## config.mk

```make
export PLATFORM = sky130hd
export DESIGN_NAME = pulse_width_period_capture_core
export DESIGN_NICKNAME = d
export VERILOG_FILES = /design/src/rtl/pwpc_pkg.sv /design/src/rtl/pwpc_in_reg.sv /design/src/rtl/pwpc_meas.sv /design/src/rtl/pwpc_out_reg.sv /design/src/rtl/pulse_width_period_capture_core.sv
export SDC_FILE = /design/constraint.sdc
export NUM_CORES = 2
export LEC_CHECK = 0
export BUFFER_PORTS_ARGS = -buffer_cell sky130_fd_sc_hd__buf_2
export CORE_UTILIZATION = 50
export DETAILED_ROUTE_END_ITERATION = 8
export PLACE_DENSITY = 0.78
export SLEW_MARGIN = 40
export SYNTH_ARGS = -nofsm -noshare
export SYNTH_HDL_FRONTEND = slang
export SYNTH_SLANG_ARGS = --single-unit
export TNS_END_PERCENT = 50
```

## constraint.sdc

```tcl
create_clock -name clock -period 8.7 [get_ports clock]
set_input_delay 0.435 -clock clock [delete_from_list [all_inputs] [get_ports clock]]
set_output_delay 0.435 -clock clock [all_outputs]
set_load 0.01 [all_outputs]
```

## src/rtl/pwpc_pkg.sv

```systemverilog
// Shared types, constants and helpers for the pulse width and period capture block.
package pwpc_pkg;

   localparam int TIME_BITS           = 48;
   localparam int MICROS_PER_SEC      = 1_000_000;
   localparam logic [31:0] STALE_TIMEOUT_RESET = 32'(4 * MICROS_PER_SEC);
   localparam logic [TIME_BITS-1:0] SAT_LIMIT  = TIME_BITS'(64'hFFFF_FFFF);

   typedef enum logic [1:0] {
      REQ_RISE  = 2'd0,
      REQ_FALL  = 2'd1,
      REQ_TRIG  = 2'd2,
      REQ_QUERY = 2'd3
   } req_kind_type;

   typedef struct packed {
      req_kind_type req_type;
      logic [47:0]  timestamp_us;
      logic [15:0]  revolution_count;
      logic [7:0]   trigger_index;
   } req_item_type;

   typedef struct packed {
      logic [31:0] low_width_us;
      logic [31:0] high_width_us;
      logic [31:0] period_us;
      logic [31:0] total_on_prev_cycle_us;
      logic [31:0] wave_offset_us;
      logic [31:0] cycle_duration_us;
      logic [31:0] event_count;
      logic        signal_stale;
   } rsp_item_type;

   function automatic logic [31:0] sat32(input logic [TIME_BITS-1:0] v);
      logic [31:0] r;
      r = (v > SAT_LIMIT) ? 32'hFFFF_FFFF : v[31:0];
      return r;
   endfunction

endpackage

```

## src/rtl/pwpc_in_reg.sv

```systemverilog
// Input register stage holding one accepted request item.
module pwpc_in_reg
   import pwpc_pkg::*;
(
   input  logic         clock,
   input  logic         reset,
   input  logic         req_valid,
   input  req_item_type req_item,
   output logic         req_stall,
   input  logic         advance,
   output logic         s1_valid,
   output req_item_type s1_item
);

   logic         valid_ff;
   logic         valid_in;
   req_item_type item_ff;
   logic         take;

   assign take      = !valid_ff || advance;
   assign req_stall = !take;
   assign valid_in  = take ? req_valid : valid_ff;
   assign s1_valid  = valid_ff;
   assign s1_item   = item_ff;

   always_ff @(posedge clock) begin
      if (reset) begin
         valid_ff <= 1'b0;
      end else begin
         valid_ff <= valid_in;
      end
   end

   always_ff @(posedge clock) begin
      if (take && req_valid) begin
         item_ff <= req_item;
      end
   end

endmodule

```

## src/rtl/pwpc_meas.sv

```systemverilog
// Measurement state and single-pass update logic for one item.
module pwpc_meas
   import pwpc_pkg::*;
(
   input  logic         clock,
   input  logic         reset,
   input  logic         fire,
   input  req_item_type item,
   input  logic         csr_we,
   input  logic [31:0]  csr_wdata,
   output rsp_item_type result
);

   logic [31:0]          timeout_ff;
   logic [TIME_BITS-1:0] last_rise_ff, last_rise_in;
   logic [TIME_BITS-1:0] last_fall_ff, last_fall_in;
   logic [31:0]          low_width_ff, low_width_in;
   logic [31:0]          high_width_ff, high_width_in;
   logic [31:0]          period_ff, period_in;
   logic [31:0]          acc_ff, acc_in;
   logic [31:0]          prev_total_ff, prev_total_in;
   logic [15:0]          seen_rev_ff, seen_rev_in;
   logic [31:0]          offset_ff, offset_in;
   logic [TIME_BITS-1:0] cycle_start_ff, cycle_start_in;
   logic [31:0]          cycle_dur_ff, cycle_dur_in;
   logic [31:0]          edge_count_ff, edge_count_in;
   logic [TIME_BITS-1:0] activity_ff, activity_in;

   logic [TIME_BITS-1:0] now;
   logic [31:0]          since_rise;
   logic [32:0]          acc_sum;
   logic [31:0]          acc_sat;
   logic [TIME_BITS-1:0] idle_time;

   assign now        = TIME_BITS'(item.timestamp_us);
   assign since_rise = sat32(now - last_rise_ff);
   assign acc_sum    = {1'b0, acc_ff} + {1'b0, since_rise};
   assign acc_sat    = acc_sum[32] ? 32'hFFFF_FFFF : acc_sum[31:0];

   always_comb begin
      last_rise_in   = last_rise_ff;
      last_fall_in   = last_fall_ff;
      low_width_in   = low_width_ff;
      high_width_in  = high_width_ff;
      period_in      = period_ff;
      acc_in         = acc_ff;
      prev_total_in  = prev_total_ff;
      seen_rev_in    = seen_rev_ff;
      offset_in      = offset_ff;
      cycle_start_in = cycle_start_ff;
      cycle_dur_in   = cycle_dur_ff;
      edge_count_in  = edge_count_ff;
      activity_in    = activity_ff;
      unique case (item.req_type)
         REQ_RISE: begin
            edge_count_in = edge_count_ff + 32'd1;
            activity_in   = now;
            low_width_in  = sat32(now - last_fall_ff);
            period_in     = since_rise;
            last_rise_in  = now;
         end
         REQ_FALL: begin
            edge_count_in = edge_count_ff + 32'd1;
            activity_in   = now;
            high_width_in = since_rise;
            acc_in        = acc_sat;
            if (seen_rev_ff != item.revolution_count) begin
               seen_rev_in   = item.revolution_count;
               prev_total_in = acc_sat;
               acc_in        = 32'd0;
               offset_in     = sat32(now - cycle_start_ff);
            end
            last_fall_in = now;
         end
         REQ_TRIG: begin
            if (item.trigger_index == 8'd0) begin
               cycle_dur_in   = sat32(now - cycle_start_ff);
               cycle_start_in = now;
            end
         end
         REQ_QUERY: begin
         end
         default: begin
         end
      endcase
   end

   assign idle_time = now - activity_in;

   always_comb begin
      result.low_width_us           = low_width_in;
      result.high_width_us          = high_width_in;
      result.period_us              = period_in;
      result.total_on_prev_cycle_us = prev_total_in;
      result.wave_offset_us         = offset_in;
      result.cycle_duration_us      = cycle_dur_in;
      result.event_count            = edge_count_in;
      result.signal_stale           = idle_time > TIME_BITS'(timeout_ff);
   end

   always_ff @(posedge clock) begin
      if (reset) begin
         timeout_ff <= STALE_TIMEOUT_RESET;
      end else if (csr_we) begin
         timeout_ff <= csr_wdata;
      end
   end

   always_ff @(posedge clock) begin
      if (reset) begin
         last_rise_ff   <= '0;
         last_fall_ff   <= '0;
         low_width_ff   <= '0;
         high_width_ff  <= '0;
         period_ff      <= '0;
         acc_ff         <= '0;
         prev_total_ff  <= '0;
         seen_rev_ff    <= '0;
         offset_ff      <= '0;
         cycle_start_ff <= '0;
         cycle_dur_ff   <= '0;
         edge_count_ff  <= '0;
         activity_ff    <= '0;
      end else if (fire) begin
         last_rise_ff   <= last_rise_in;
         last_fall_ff   <= last_fall_in;
         low_width_ff   <= low_width_in;
         high_width_ff  <= high_width_in;
         period_ff      <= period_in;
         acc_ff         <= acc_in;
         prev_total_ff  <= prev_total_in;
         seen_rev_ff    <= seen_rev_in;
         offset_ff      <= offset_in;
         cycle_start_ff <= cycle_start_in;
         cycle_dur_ff   <= cycle_dur_in;
         edge_count_ff  <= edge_count_in;
         activity_ff    <= activity_in;
      end
   end

endmodule

```

## src/rtl/pwpc_out_reg.sv

```systemverilog
// Result register stage driving the response channel.
module pwpc_out_reg
   import pwpc_pkg::*;
(
   input  logic         clock,
   input  logic         reset,
   input  logic         s1_valid,
   input  rsp_item_type result,
   output logic         advance,
   output logic         rsp_valid,
   output rsp_item_type rsp_item,
   input  logic         rsp_stall
);

   logic         valid_ff;
   logic         valid_in;
   rsp_item_type item_ff;

   assign advance   = !valid_ff || !rsp_stall;
   assign valid_in  = advance ? s1_valid : valid_ff;
   assign rsp_valid = valid_ff;
   assign rsp_item  = item_ff;

   always_ff @(posedge clock) begin
      if (reset) begin
         valid_ff <= 1'b0;
      end else begin
         valid_ff <= valid_in;
      end
   end

   always_ff @(posedge clock) begin
      if (advance && s1_valid) begin
         item_ff <= result;
      end
   end

endmodule

```

## src/rtl/pulse_width_period_capture_core.sv

```systemverilog
// Pulse width and period capture core: top level.
// Throughput: 1 item per cycle unless rsp_stall holds the output; items pass the input register,
// then all measurement state updates in one pass and the result goes to the output register.
// Reset: synchronous, active high; clears all measurements, empties both stages and
// loads the stale timeout with 4000000 us.
module pulse_width_period_capture_core
   import pwpc_pkg::*;
(
   input  logic         clock,
   input  logic         reset,
   input  logic         req_valid,
   output logic         req_stall,
   input  req_item_type req_item,
   output logic         rsp_valid,
   input  logic         rsp_stall,
   output rsp_item_type rsp_item,
   input  logic         csr_we,
   input  logic [31:0]  csr_wdata
);

   logic         advance;
   logic         s1_valid;
   req_item_type s1_item;
   rsp_item_type result;

   pwpc_in_reg u_in_reg (
      .clock     (clock),
      .reset     (reset),
      .req_valid (req_valid),
      .req_item  (req_item),
      .req_stall (req_stall),
      .advance   (advance),
      .s1_valid  (s1_valid),
      .s1_item   (s1_item)
   );

   pwpc_meas u_meas (
      .clock     (clock),
      .reset     (reset),
      .fire      (s1_valid && advance),
      .item      (s1_item),
      .csr_we    (csr_we),
      .csr_wdata (csr_wdata),
      .result    (result)
   );

   pwpc_out_reg u_out_reg (
      .clock     (clock),
      .reset     (reset),
      .s1_valid  (s1_valid),
      .result    (result),
      .advance   (advance),
      .rsp_valid (rsp_valid),
      .rsp_item  (rsp_item),
      .rsp_stall (rsp_stall)
   );

endmodule

```

==> results.sh <==
export IMPL_powerDensity_mw_per_mm2=187
export IMPL_htree_levels=3
export IMPL_ys_seq_area_frac=0.429
export IMPL_start_util=0.507
export IMPL_grt_max_degree=134
export IMPL_finalSetupViolCount=0
export IMPL_vias_per_cell=5.94
export IMPL_r2r_start="u_in_reg.s1_item[24]"
export IMPL_coreArea_mm2=0.0872
export IMPL_cts_resized=0
export IMPL_root_buffer="clkbuf_16"
export IMPL_status="completed"
export IMPL_rows=108
export IMPL_hold_viol=0
export IMPL_nFillCells=7578
export IMPL_final_common_cell="nor2_1"
export IMPL_end_kind="register"
export IMPL_r2r_cells=25
export IMPL_dp_hpwl_um=99400
export IMPL_fmax_ghz=0.127
export IMPL_holdBufCountCts=95
export IMPL_yosysUniqueCellTypes=100
export IMPL_insertion_delay_ns=0.68
export IMPL_path_clk_slew_ns=0.06
export IMPL_synth_net_count=5476
export IMPL_reg2reg_setup_slack_ns=0.80
export IMPL_critical_path_max_stage_delay_ns=0.71
export IMPL_drv_slew=0
export IMPL_vias=39500
export IMPL_drv_cap=0
export IMPL_path_buf_inv=2
export IMPL_fin_util=0.583
export IMPL_post_cts_buffers=0
export IMPL_worstPathArrival_ns=8.40
export IMPL_drive_gt1_frac=0.121
export IMPL_clock_sinks=797
export IMPL_synth_edff_count=299
export IMPL_worstHoldEndpoint="u_meas.timeout_ff[15]"
export IMPL_first_pass_iters=6
export IMPL_vdd_drop_max_mv=0.156
export IMPL_num_antenna_cells=0
export IMPL_cpLargestDelayFamily="compound AO/OA/AOI/OAI gates"
export IMPL_rsz0062_at_grt="false"
export IMPL_yosys_warnings=0
export IMPL_syn_inst=5105
export IMPL_syn2layout_area_growth_pct=15.0
export IMPL_whs_ns=0.0304
export IMPL_final_setup_skew_ns=0.0250
export IMPL_io_pins=338
export IMPL_p_leak_nw=19.4
export IMPL_nets=5784
export IMPL_hold_path_depth=3
export IMPL_crit_type="reg -> reg"
export IMPL_routed_wl_um=139000
export IMPL_grt_pass1_vias=36800
export IMPL_clockBufferDepth=3
export IMPL_post_drt_wl_per_cell_um=21.0
export IMPL_tightestPinTransition_ns=0.940
export IMPL_fp_dieH_um=299
export IMPL_grt_antenna_before_repair=4
export IMPL_crit_fanout=20
export IMPL_cts_tree="done"
export IMPL_crit_required_ns=9.21
export IMPL_dieArea_mm2=0.0896
export IMPL_final_cell_mix="nor2_1, nand2_1, a21oi_1"
export IMPL_post_route_period_util=0.908
export IMPL_ant_nets=0
export IMPL_ys_seq_elements=797
export IMPL_drt_iter0_drc=3980
export IMPL_final_min_clock_period_ns=7.90
export IMPL_start_kind="register"
export IMPL_grt_overflow_total=0
export IMPL_drc=0
export IMPL_numCtsBuffers=88
export IMPL_gp_congestion=1.02
export IMPL_synthArstFlopShare=0
export IMPL_grt_pass1_wl_um=212000
export IMPL_port_buffers=337
export IMPL_slew_limit_headroom=0.371
export IMPL_synth_ff_type="dfxtp_1"
export IMPL_min_path_type="in -> reg"
export IMPL_synth_area_mm2=0.0442
export IMPL_synth_area_per_cell_um2=8.65
export IMPL_slowest_stage="nor4b_4"
export IMPL_tns_ns=0
export IMPL_r2r_end="u_out_reg.rsp_item[116]"
export IMPL_die_w_um=299
export IMPL_hp_start="csr_wdata[15]"
export IMPL_grt_usage=0.301
layer usage:
| layer | up-vias | global-route usage | routed length [um] |
|---|---|---|---|
| li1 | 18800 | - | - |
| met1 | 18800 | 0.401 | 58200 |
| met2 | 1599 | 0.491 | 64900 |
| met3 | 270 | 0.0462 | 10800 |
| met4 | 4 | 0.115 | 5250 |
| met5 | - | 0 | 26 |
cell usage after synthesis, types with 28 or more instances:
master | instances | share of area
a211oi_1 | 180 | 0.031
a21o_1 | 108 | 0.018
a21oi_1 | 555 | 0.063
a31oi_1 | 146 | 0.021
buf_2 | 28 | 0.0032
clkbuf_1 | 244 | 0.021
dfxtp_1 | 498 | 0.23
edfxtp_1 | 299 | 0.20
ha_1 | 255 | 0.072
inv_1 | 237 | 0.020
mux2i_1 | 80 | 0.018
nand2_1 | 607 | 0.052
nand2b_1 | 45 | 0.0064
nand3_1 | 79 | 0.0089
nand4_1 | 54 | 0.0076
nor2_1 | 691 | 0.059
nor3_1 | 51 | 0.0058
o21a_1 | 37 | 0.0063
o21ai_0 | 225 | 0.025
o21bai_1 | 39 | 0.0066
or3_1 | 28 | 0.0040
xnor2_1 | 123 | 0.024
xor2_1 | 112 | 0.022
layout make-up:
type                    count  area (um^2)  share of cell area
clock buffers             124         2480              0.0488
well taps                1155         1450              0.0284
clock inverters            42          415             0.00817
multi-input cells        3775        23300               0.458
flip-flops and latches    797        18900               0.373
repair buffers            513         3340              0.0657
inverters                 238          901              0.0177
power breakdown:
group | internal, W | leakage [nW] | switching, W
clock | 0.00215 | 1.41 | 0.00159
combinational | 0.000588 | 11.1 | 0.00108
sequential | 0.00402 | 6.87 | 0.0000781
worst reg2reg max path: cells and delay by family (launching register included):
kind                       cells  cell delay (ns)
AOI/OAI and AO/OA             14             4.26
and+or+nand+nor                5             1.43
adders and majority gates      3             1.03
buffers and inverters          2             0.43
DFF                            1             0.40
xor gates and xnor gates       1             0.18
worst max path at each step:
stage	from	to	slack (ns)	depth (start not counted)
2_1_floorplan	rsp_stall	u_meas.activity_ff[38]	0.77	6
3_3_place_gp	u_in_reg.s1_item[24]	u_meas.acc_ff[4]	1.22	26
3_5_place_dp	u_in_reg.s1_item[24]	u_meas.acc_ff[13]	0.89	26
4_1_cts	u_in_reg.s1_item[24]	u_out_reg.rsp_item[101]	0.88	25
5_1_grt	u_in_reg.s1_item[24]	u_out_reg.rsp_item[116]	0.34	25
6_report	u_in_reg.s1_item[24]	u_out_reg.rsp_item[116]	0.80	25
cells by family (layout without fill, tap and decap cells):
logic type,count (synthesis),count (layout),share of synthesized area
XOR/XNOR,235,235,0.0466
adder cells (fa/ha/maj),260,260,0.0745
buffers and inverters,533,917,0.0480
AND/OR/NAND/NOR,1692,1692,0.167
multiplexers,83,83,0.0189
flip-flops,797,797,0.429
AO/OA/AOI/OAI,1505,1505,0.216
flip-flops by register name (all words and copies together), names as in the netlist, 48 cells and up:
signal                 cells
u_meas.cycle_start_ff     48
u_meas.last_rise_ff       48
u_meas.activity_ff        48
u_out_reg.rsp_item       225
u_in_reg.s1_item          74
u_meas.last_fall_ff       48
stage by stage:
stage / power, W / instances / instance area [um^2] / worst slack [ns]
floorplan: 0.00524 / 5105 / 44200 / 0.769
global placement: 0.00574 / 6379 / 46800 / 1.22
detailed placement: 0.00577 / 6381 / 46900 / 0.885
CTS: 0.00954 / 6642 / 50800 / 0.880
global route: 0.00987 / 6644 / 50800 / 0.339
finish: 0.00952 / 6644 / 50800 / 0.803
No activity file was read; power rests on OpenSTA's default activity.
